--- src/rtl/spq_pkg.sv ---
// Shared constants and types for the sorted priority queue.
`default_nettype none
package spq_pkg;

  localparam int DEPTH   = 16;
  localparam int DATA_W  = 32;
  localparam int CNT_W   = $clog2(DEPTH + 1);
  localparam int OUT_CNT_W = 5;
  localparam int STAT_W  = 2;
  localparam int IN_TDATA_W  = 32;
  localparam int OUT_TDATA_W = 40;

  typedef enum logic [STAT_W-1:0] {
    STATUS_OK        = 2'd0,
    STATUS_OVERFLOW  = 2'd1,
    STATUS_UNDERFLOW = 2'd2
  } status_t;

  typedef enum logic {
    CMD_INSERT = 1'b0,
    CMD_REMOVE = 1'b1
  } command_t;

  typedef struct packed {
    logic                     ins;
    logic                     rem;
    logic signed [DATA_W-1:0] value;
  } cell_ctrl_t;

endpackage
`default_nettype wire

--- src/rtl/spq_cell.sv ---
// One storage cell of the sorted chain: holds one entry and trades with its neighbors.
`default_nettype none
module spq_cell (
  input  wire                              clk,
  input  wire spq_pkg::cell_ctrl_t         ctrl,
  input  wire                              valid,
  input  wire                              prev_ge,
  input  wire  signed [spq_pkg::DATA_W-1:0] prev_entry,
  input  wire  signed [spq_pkg::DATA_W-1:0] next_entry,
  output logic                             ge,
  output logic signed [spq_pkg::DATA_W-1:0] entry
);
  import spq_pkg::*;

  logic signed [DATA_W-1:0] entry_next;

  assign ge = valid && !(entry < ctrl.value);

  always_comb begin
    entry_next = entry;
    if (ctrl.ins) begin
      if (!ge) begin
        if (prev_ge) begin
          entry_next = ctrl.value;
        end else begin
          entry_next = prev_entry;
        end
      end
    end else if (ctrl.rem) begin
      entry_next = next_entry;
    end
  end

  always_ff @(posedge clk) begin
    entry <= entry_next;
  end

endmodule
`default_nettype wire

--- src/rtl/sorted_priority_queue.sv ---
// Top level of the sorted priority queue: cell chain, entry count and output register.
// Each input transfer's result is registered and appears on the master side in the next cycle.
// Throughput: one item per cycle if not stalled; every cell compares and shifts in the same cycle.
// The output register frees s_tready whenever the result is empty or being taken.
// Reset: synchronous, active high; clears the entry count and the output valid.
// Cell contents are not cleared; only cells below the entry count are read.
`default_nettype none
module sorted_priority_queue (
  input  wire                                clk,
  input  wire                                rst,
  input  wire                                s_tvalid,
  output logic                               s_tready,
  input  wire  [spq_pkg::IN_TDATA_W-1:0]     s_tdata,  // [31:0] value
  input  wire                                s_tuser,  // [0] command
  output logic                               m_tvalid,
  input  wire                                m_tready,
  output logic [spq_pkg::OUT_TDATA_W-1:0]    m_tdata,  // [31:0] removed_value, [36:32] entry_count
  output logic [spq_pkg::STAT_W-1:0]         m_tuser   // [1:0] status
);
  import spq_pkg::*;

  logic [CNT_W-1:0]         count;
  logic [CNT_W-1:0]         count_next;
  logic                     take;
  logic                     is_full;
  logic                     is_empty;
  cell_ctrl_t               ctrl;
  logic [DEPTH-1:0]         valid;
  logic [DEPTH-1:0]         ge;
  logic signed [DATA_W-1:0] entry [DEPTH];
  logic signed [DATA_W-1:0] removed_value;
  logic [OUT_CNT_W-1:0]     entry_count;
  status_t                  status;
  status_t                  status_next;
  logic signed [DATA_W-1:0] removed_next;

  assign s_tready = !m_tvalid || m_tready;
  assign take     = s_tvalid && s_tready;
  assign is_full  = (count == CNT_W'(DEPTH));
  assign is_empty = (count == '0);

  always_comb begin
    ctrl.ins     = take && (command_t'(s_tuser) == CMD_INSERT) && !is_full;
    ctrl.rem     = take && (command_t'(s_tuser) == CMD_REMOVE) && !is_empty;
    ctrl.value   = $signed(s_tdata[DATA_W-1:0]);
    count_next   = count;
    status_next  = STATUS_OK;
    removed_next = '0;
    if (command_t'(s_tuser) == CMD_INSERT) begin
      if (is_full) begin
        status_next = STATUS_OVERFLOW;
      end else begin
        count_next = count + CNT_W'(1);
      end
    end else begin
      if (is_empty) begin
        status_next = STATUS_UNDERFLOW;
      end else begin
        count_next   = count - CNT_W'(1);
        removed_next = entry[0];
      end
    end
  end

  for (genvar i = 0; i < DEPTH; i++) begin : g_cell
    assign valid[i] = (CNT_W'(i) < count);
    if (i == 0) begin : g_first
      if (DEPTH > 1) begin : g_multi
        spq_cell u_cell (
          .clk        (clk),
          .ctrl       (ctrl),
          .valid      (valid[i]),
          .prev_ge    (1'b1),
          .prev_entry (entry[i]),
          .next_entry (entry[i+1]),
          .ge         (ge[i]),
          .entry      (entry[i])
        );
      end else begin : g_single
        spq_cell u_cell (
          .clk        (clk),
          .ctrl       (ctrl),
          .valid      (valid[i]),
          .prev_ge    (1'b1),
          .prev_entry (entry[i]),
          .next_entry (entry[i]),
          .ge         (ge[i]),
          .entry      (entry[i])
        );
      end
    end else if (i == DEPTH - 1) begin : g_last
      spq_cell u_cell (
        .clk        (clk),
        .ctrl       (ctrl),
        .valid      (valid[i]),
        .prev_ge    (ge[i-1]),
        .prev_entry (entry[i-1]),
        .next_entry (entry[i]),
        .ge         (ge[i]),
        .entry      (entry[i])
      );
    end else begin : g_mid
      spq_cell u_cell (
        .clk        (clk),
        .ctrl       (ctrl),
        .valid      (valid[i]),
        .prev_ge    (ge[i-1]),
        .prev_entry (entry[i-1]),
        .next_entry (entry[i+1]),
        .ge         (ge[i]),
        .entry      (entry[i])
      );
    end
  end

  always_ff @(posedge clk) begin
    if (rst) begin
      count    <= '0;
      m_tvalid <= 1'b0;
    end else begin
      if (take) begin
        count    <= count_next;
        m_tvalid <= 1'b1;
      end else if (m_tready) begin
        m_tvalid <= 1'b0;
      end
    end
  end

  always_ff @(posedge clk) begin
    if (take) begin
      removed_value <= removed_next;
      status        <= status_next;
      entry_count   <= OUT_CNT_W'(count_next);
    end
  end

  assign m_tdata = {{(OUT_TDATA_W - DATA_W - OUT_CNT_W){1'b0}}, entry_count, removed_value};
  assign m_tuser = status;

endmodule
`default_nettype wire

--- config.mk ---
export PLATFORM = sky130hd
export DESIGN_NAME = sorted_priority_queue
export DESIGN_NICKNAME = d
export VERILOG_FILES = /design/src/rtl/spq_pkg.sv /design/src/rtl/spq_cell.sv /design/src/rtl/sorted_priority_queue.sv
export SDC_FILE = /design/constraint.sdc
export NUM_CORES = 2
export LEC_CHECK = 0
export BUFFER_PORTS_ARGS = -buffer_cell sky130_fd_sc_hd__buf_2
export CAP_MARGIN = 30
export CELL_PAD_IN_SITES_DETAIL_PLACEMENT = 0
export CELL_PAD_IN_SITES_GLOBAL_PLACEMENT = 2
export CORE_MARGIN = 8
export CORE_UTILIZATION = 39
export CTS_CLUSTER_DIAMETER = 200
export DETAILED_ROUTE_END_ITERATION = 12
export PLACE_DENSITY_LB_ADDON = 0.1
export SKIP_LAST_GASP = 1
export SLEW_MARGIN = 30
export SYNTH_ARGS = -nofsm -noshare
export SYNTH_HDL_FRONTEND = slang
export SYNTH_SLANG_ARGS = --single-unit
--- constraint.sdc ---
create_clock -name clk -period 5.4 [get_ports clk]
set_input_delay 0.54 -clock clk [delete_from_list [all_inputs] [get_ports clk]]
set_output_delay 0.54 -clock clk [all_outputs]
set_load 0.02 [all_outputs]
Word-level counts from Yosys, hierarchy flattened
Cells that the tools add are included.
{"block": "totals", "out_inout_bits": 44, "latch_bits": 0, "ramBits": 0, "n_memories": 0, "romBits": 0, "wordCells": 202, "input_bits": 37, "reg_bits": 557}
{"block": "op_classes", "n_addsub": 2, "muxes": 68, "magnitude_cmp": 32, "shifts": 0, "n_eq_ne": 16, "n_mul": 0, "n_reduce_logical": 61, "bitwise_logic": 2, "div": 0}
{"operator": "32-bit 2-to-1 mux", "count": 60}
{"operator": "32-bit < comparator", "count": 16}
{"operator": "4-bit by 5-bit < comparator with 1-bit output (first input constant)", "count": 8}
{"operator": "2-bit AND reduction", "count": 16}
{"operator": "2-bit != test (second input constant)", "count": 15}
{"operator": "1-bit logical AND", "count": 21}
{"operator": "3-bit by 5-bit < comparator with 1-bit output (first input constant)", "count": 4}
{"operator": "1-bit zero test", "count": 19}
{"operator": "5-bit 2-to-1 mux", "count": 3}
{"operator": "1-bit by 5-bit < comparator with 1-bit output (first input constant)", "count": 2}
{"operator": "2-bit by 5-bit < comparator with 1-bit output (first input constant)", "count": 2}
{"operator": "5-bit by 1-bit adder with 5-bit output (second input constant)", "count": 1}
{"operator": "5-bit equality test (second input constant)", "count": 1}
{"operator": "5-bit zero test", "count": 1}
{"operator": "5-bit by 1-bit subtractor with 5-bit output (second input constant)", "count": 1}
{"operator": "2-bit 2-to-1 mux", "count": 2}
{"operator": "2-bit nonzero test", "count": 2}
{"operator": "1-bit 2-to-1 mux", "count": 3}
{"operator": "1-bit NOT", "count": 2}
{"operator": "2-bit OR reduction", "count": 1}
{"operator": "1-bit logical OR", "count": 1}

Longest topological paths before layout
{"block": "depth", "depth_word": 7, "mapped_depth": 13, "ltp_nobuf": 10}

By module
Synthesis repeated with hierarchy kept, for this count alone.
{"block": "unflattened", "cells_unflattened": 4329, "area_unflattened_um2": 41204.5}
{"mod": "spq_cell", "n_inst": 16, "area_per_inst_um2": 2441.1, "cells_per_inst": 259, "seq_area_each_um2": 960.9}
{"mod": "sorted_priority_queue", "n_inst": 1, "area_per_inst_um2": 2147.1, "cells_per_inst": 185, "seq_area_each_um2": 1291.2}

Worst setup path after synthesis
OpenSTA, ideal clock, no wires.
{"block": "synth_path", "kind": "input-to-reg", "start": "in s_tdata[17] (netlist bit)", "end": "reg g_cell[4].g_mid.u_cell.entry[0] (netlist bit) (enable)", "stages": 10, "required_time_ps": 4934, "arrival_time_ps": 4998, "path_slack_ps": -64, "setup_time_ps": 466, "n_path_buf": 1, "cell_sequence": "inv_1 ha_1 a21oi_1 o21ai_1 a221o_1 a2111o_1 o21ai_0 nand2_4 buf_2 o21ai_0"}
{"block": "synth_between", "elab_chain_cells": 5}
{"element": "from (decl)", "line_no": "sorted_priority_queue.sv:13", "text": "input wire [spq_pkg::IN_TDATA_W-1:0] s_tdata,"}
{"element": "32-bit < comparator", "line_no": "spq_cell.sv:17", "text": "assign ge = valid && !(entry < ctrl.value);"}
{"element": "1-bit zero test", "line_no": "spq_cell.sv:17"}
{"element": "1-bit logical AND", "line_no": "spq_cell.sv:17"}
{"element": "2-bit != test (no line)"}
{"element": "2-bit AND reduction (no line)"}
{"element": "to (signal assigned)", "line_no": "spq_cell.sv:35", "text": "entry <= entry_next;"}
{"element": "to (decl)", "line_no": "spq_cell.sv:11", "text": "output logic signed [spq_pkg::DATA_W-1:0] entry"}
Every way passes these cells.
A chain may end at the register's enable or synchronous reset.

Worst setup path after layout
{"block": "layout_path", "start": "in s_tdata[17] (netlist bit)", "end": "reg g_cell[2].g_mid.u_cell.entry[2] (netlist bit) (enable)"}
{"block": "layout_between", "elab_chain_cells": 5}
{"element": "32-bit < comparator", "line_no": "spq_cell.sv:17"}
{"element": "1-bit zero test", "line_no": "spq_cell.sv:17"}
{"element": "1-bit logical AND", "line_no": "spq_cell.sv:17"}
{"element": "2-bit != test (no line)"}
{"element": "2-bit AND reduction (no line)"}
{"element": "to (signal assigned)", "line_no": "spq_cell.sv:35"}
{"element": "to (decl)", "line_no": "spq_cell.sv:11"}
Every way passes these cells.

==> out/results.ini <==
[floorplan]
num_io_pins = 81
design.core.area_um2 = 96900
rows = 114
die_area_um2 = 108000
initial_core_util_pct = 39.4
die_w_um = 329
die-height_um = 329

[worst_setup_path]
cp.arrival_ns = 4.37
path_common_cell = buf_4
end_kind = flop
critPathLaunchType = input pin
critPathMaxFanout = 32
slowest_delay_ns = 0.66
cp_slowest_cell = a221oi_1
path_cells = buf_2, inv_1, buf_4, ha_1, a21oi_1, o21ai_0, a221oi_1, o211ai_1, a31oi_1, nor2_4, o21ai_4, buf_4
required_ns = 5.66
crit_type = in -> reg

[cells_and_area]
final_common_cell = edfxtp_1
layout-drive-gt1-share_pct = 9.64
area.growth.synth_to_final_pct = 12.8
regArea_um2 = 16700
multi_input_area_um2 = 20500
nets = 4268
fillers = 9138
utilization_pct = 44.4
layout_common_cells = 551 x edfxtp_1, 499 x ha_1, 485 x nand2_1, 462 x nor2_1, 305 x a221o_1
fin_area_um2 = 43000

[global_routing]
grt_usage_pct = 22.8
grt_pass1_vias = 31600
grt_overflow = 0
grt_max_degree = 119
grt_pass1_wl_um = 192000
antenna_found_initial = 0

[sta]
hold_violations = 0
setup_viol = 0
rsz0062_at_grt = false
tns_ns = 0
slew_violations = 0
relSlewSlack_pct = 39.8
tightest_slew_ns = 0.900
fmax_ghz = 0.243
fin_skew_ns = 0.0230
fin_crit_sh_pct = 76.1
period_minus_slack_ns = 4.11

[logic_synthesis]
ys_ff_latch = 557
yosys_warnings = 0
async_flop_share_pct = 0
netlist_area_um2 = 38100
synthDistinctLibCells = 73
synth_cells = 3669
syn_area_per_cell_um2 = 10.4
ys_seq_area_share_pct = 43.7
synth_enable_flop_cells = 551
synth_ff_type = edfxtp_1

[power_and_ir_drop]
powerDensity_nw_per_um2 = 326
cellLeakagePower_nw = 18.5
peakVddDrop_mv = 0.194

[clock_tree]
cts_resized = 0
worst_skew_pair.late_latency_ns = 0.64
cts_tree = done
postCtsSetupBuffers = 0
ctsLongestPathBuffers = 3
cts_buffers = 74
cts_sinks = 557
cts_root_buf = clkbuf_16
h-tree-depth = 3
hold_buffers = 0
clkTransAtPathRegs_ns = 0.05

[routing]
routed_wl_um = 126000
drc = 0
avgViaCountPerCell = 5.96
wl_per_cell_um = 24.8
first_pass_iters = 6
dr_total_vias = 30200
ant_nets = 0
drtIter0Drc = 2271

[placement]
dpl_cell_area_um2 = 40600
routabilityCongestion = 0.876
numPortBuffers = 77
hpwl_um = 94200

[worst_hold_path]
hold_class = in -> reg

[status]
status = complete, no violations

[job]
maxCapViolCount = 0

## layout make-up
cell class | count | area share (%)
repair buffers | 224 | 4.19
multi-input cells | 2833 | 47.6
inverters | 42 | 0.366
clock buffers | 99 | 4.77
well taps | 1276 | 3.71
flip-flops and latches | 557 | 38.7
clock inverters | 33 | 0.614
diodes | 2 | 0.0116
## where the power goes
group,total (mW),leakage (nW),switching (mW),internal [mW]
logic,3.23,12.1,1.95,1.28
clock network,4.86,1.13,2.00,2.85
registers,5.93,5.30,0.457,5.47
## final timing paths
check / from / slack [ns] / cells after the start / end
min reg2reg: m_tvalid$_SDFFE_PP0P_ / 0.53 / 2 / m_tvalid$_SDFFE_PP0P_
max reg2reg: g_cell[2].g_mid.u_cell.entry[17]$_DFFE_PP_ / 1.67 / 9 / g_cell[2].g_mid.u_cell.entry[2]$_DFFE_PP_
max: s_tdata[17] / 1.29 / 12 / g_cell[2].g_mid.u_cell.entry[2]$_DFFE_PP_
min: s_tvalid / 0.15 / 3 / m_tvalid$_SDFFE_PP0P_
## registers in the layout, summed over array words and instances (netlist names)
register	count
m_tuser	2
g_cell.g_last.u_cell.entry	32
removed_value	32
entry_count	5
g_cell.g_first.g_multi.u_cell.entry	32
g_cell.g_mid.u_cell.entry	448
count	5
m_tvalid	1
## worst max-delay path: cells and delay by family
kind | cells | cell delay, ns
fa+ha+maj | 1 | 0.25
compound gates | 6 | 1.90
buf+inv | 4 | 1.43
simple gates | 1 | 0.20
## synthesized netlist by cell type (18+ instances only)
cell type	count	area (um2)
nor2b_1	18	113
nor3_1	21	105
inv_1	42	158
a21o_1	123	923
ha_1	499	6240
edfxtp_1	551	16500
mux2i_1	145	1450
nand3_1	41	205
o21ai_0	127	636
and4_1	21	184
o21ai_1	38	190
nand4_1	66	413
mux2_1	29	327
nor2_1	463	1740
nand2_1	489	1840
a21oi_1	237	1190
and3_1	35	219
clkbuf_1	166	623
buf_2	42	210
a221o_1	305	3050
nand2b_1	19	119
## per-stage QoR
stage	power (mW)	std cells	hold WS, ns	setup slack (ns)
2_1_floorplan	8.04	3671	0.531	0.0914
3_3_place_gp	9.11	4929	0.508	0.789
3_5_place_dp	9.21	4930	0.538	0.700
4_1_cts	14.1	5062	0.111	1.37
5_1_grt	14.7	5064	0.138	1.09
6_report	14.0	5066	0.153	1.29
## layer usage
| metal | GRT usage [%] | vias up | wire length, um | share of wire (%) |
|---|---|---|---|---|
| met3 | 2.46 | 234 | 4610 | 3.7 |
| met5 | 0 | - | 0 | 0 |
| li1 | - | 14300 | - | - |
| met4 | 9.43 | 0 | 4950 | 3.9 |
| met2 | 39.8 | 743 | 61800 | 49 |
| met1 | 28.7 | 14900 | 54400 | 43 |
## cells by family after synthesis
| family | Yosys count | synth area share, % |
|---|---|---|
| compound gates | 940 | 18.1 |
| xor+xnor | 3 | 0.0689 |
| fa+ha+maj | 499 | 16.4 |
| buf+inv | 281 | 3.29 |
| flops | 557 | 43.7 |
| mux | 178 | 4.78 |
| other cells | 1 | 0.00983 |
| simple gates | 1210 | 13.6 |
No activity file was read; power rests on OpenSTA's default activity.
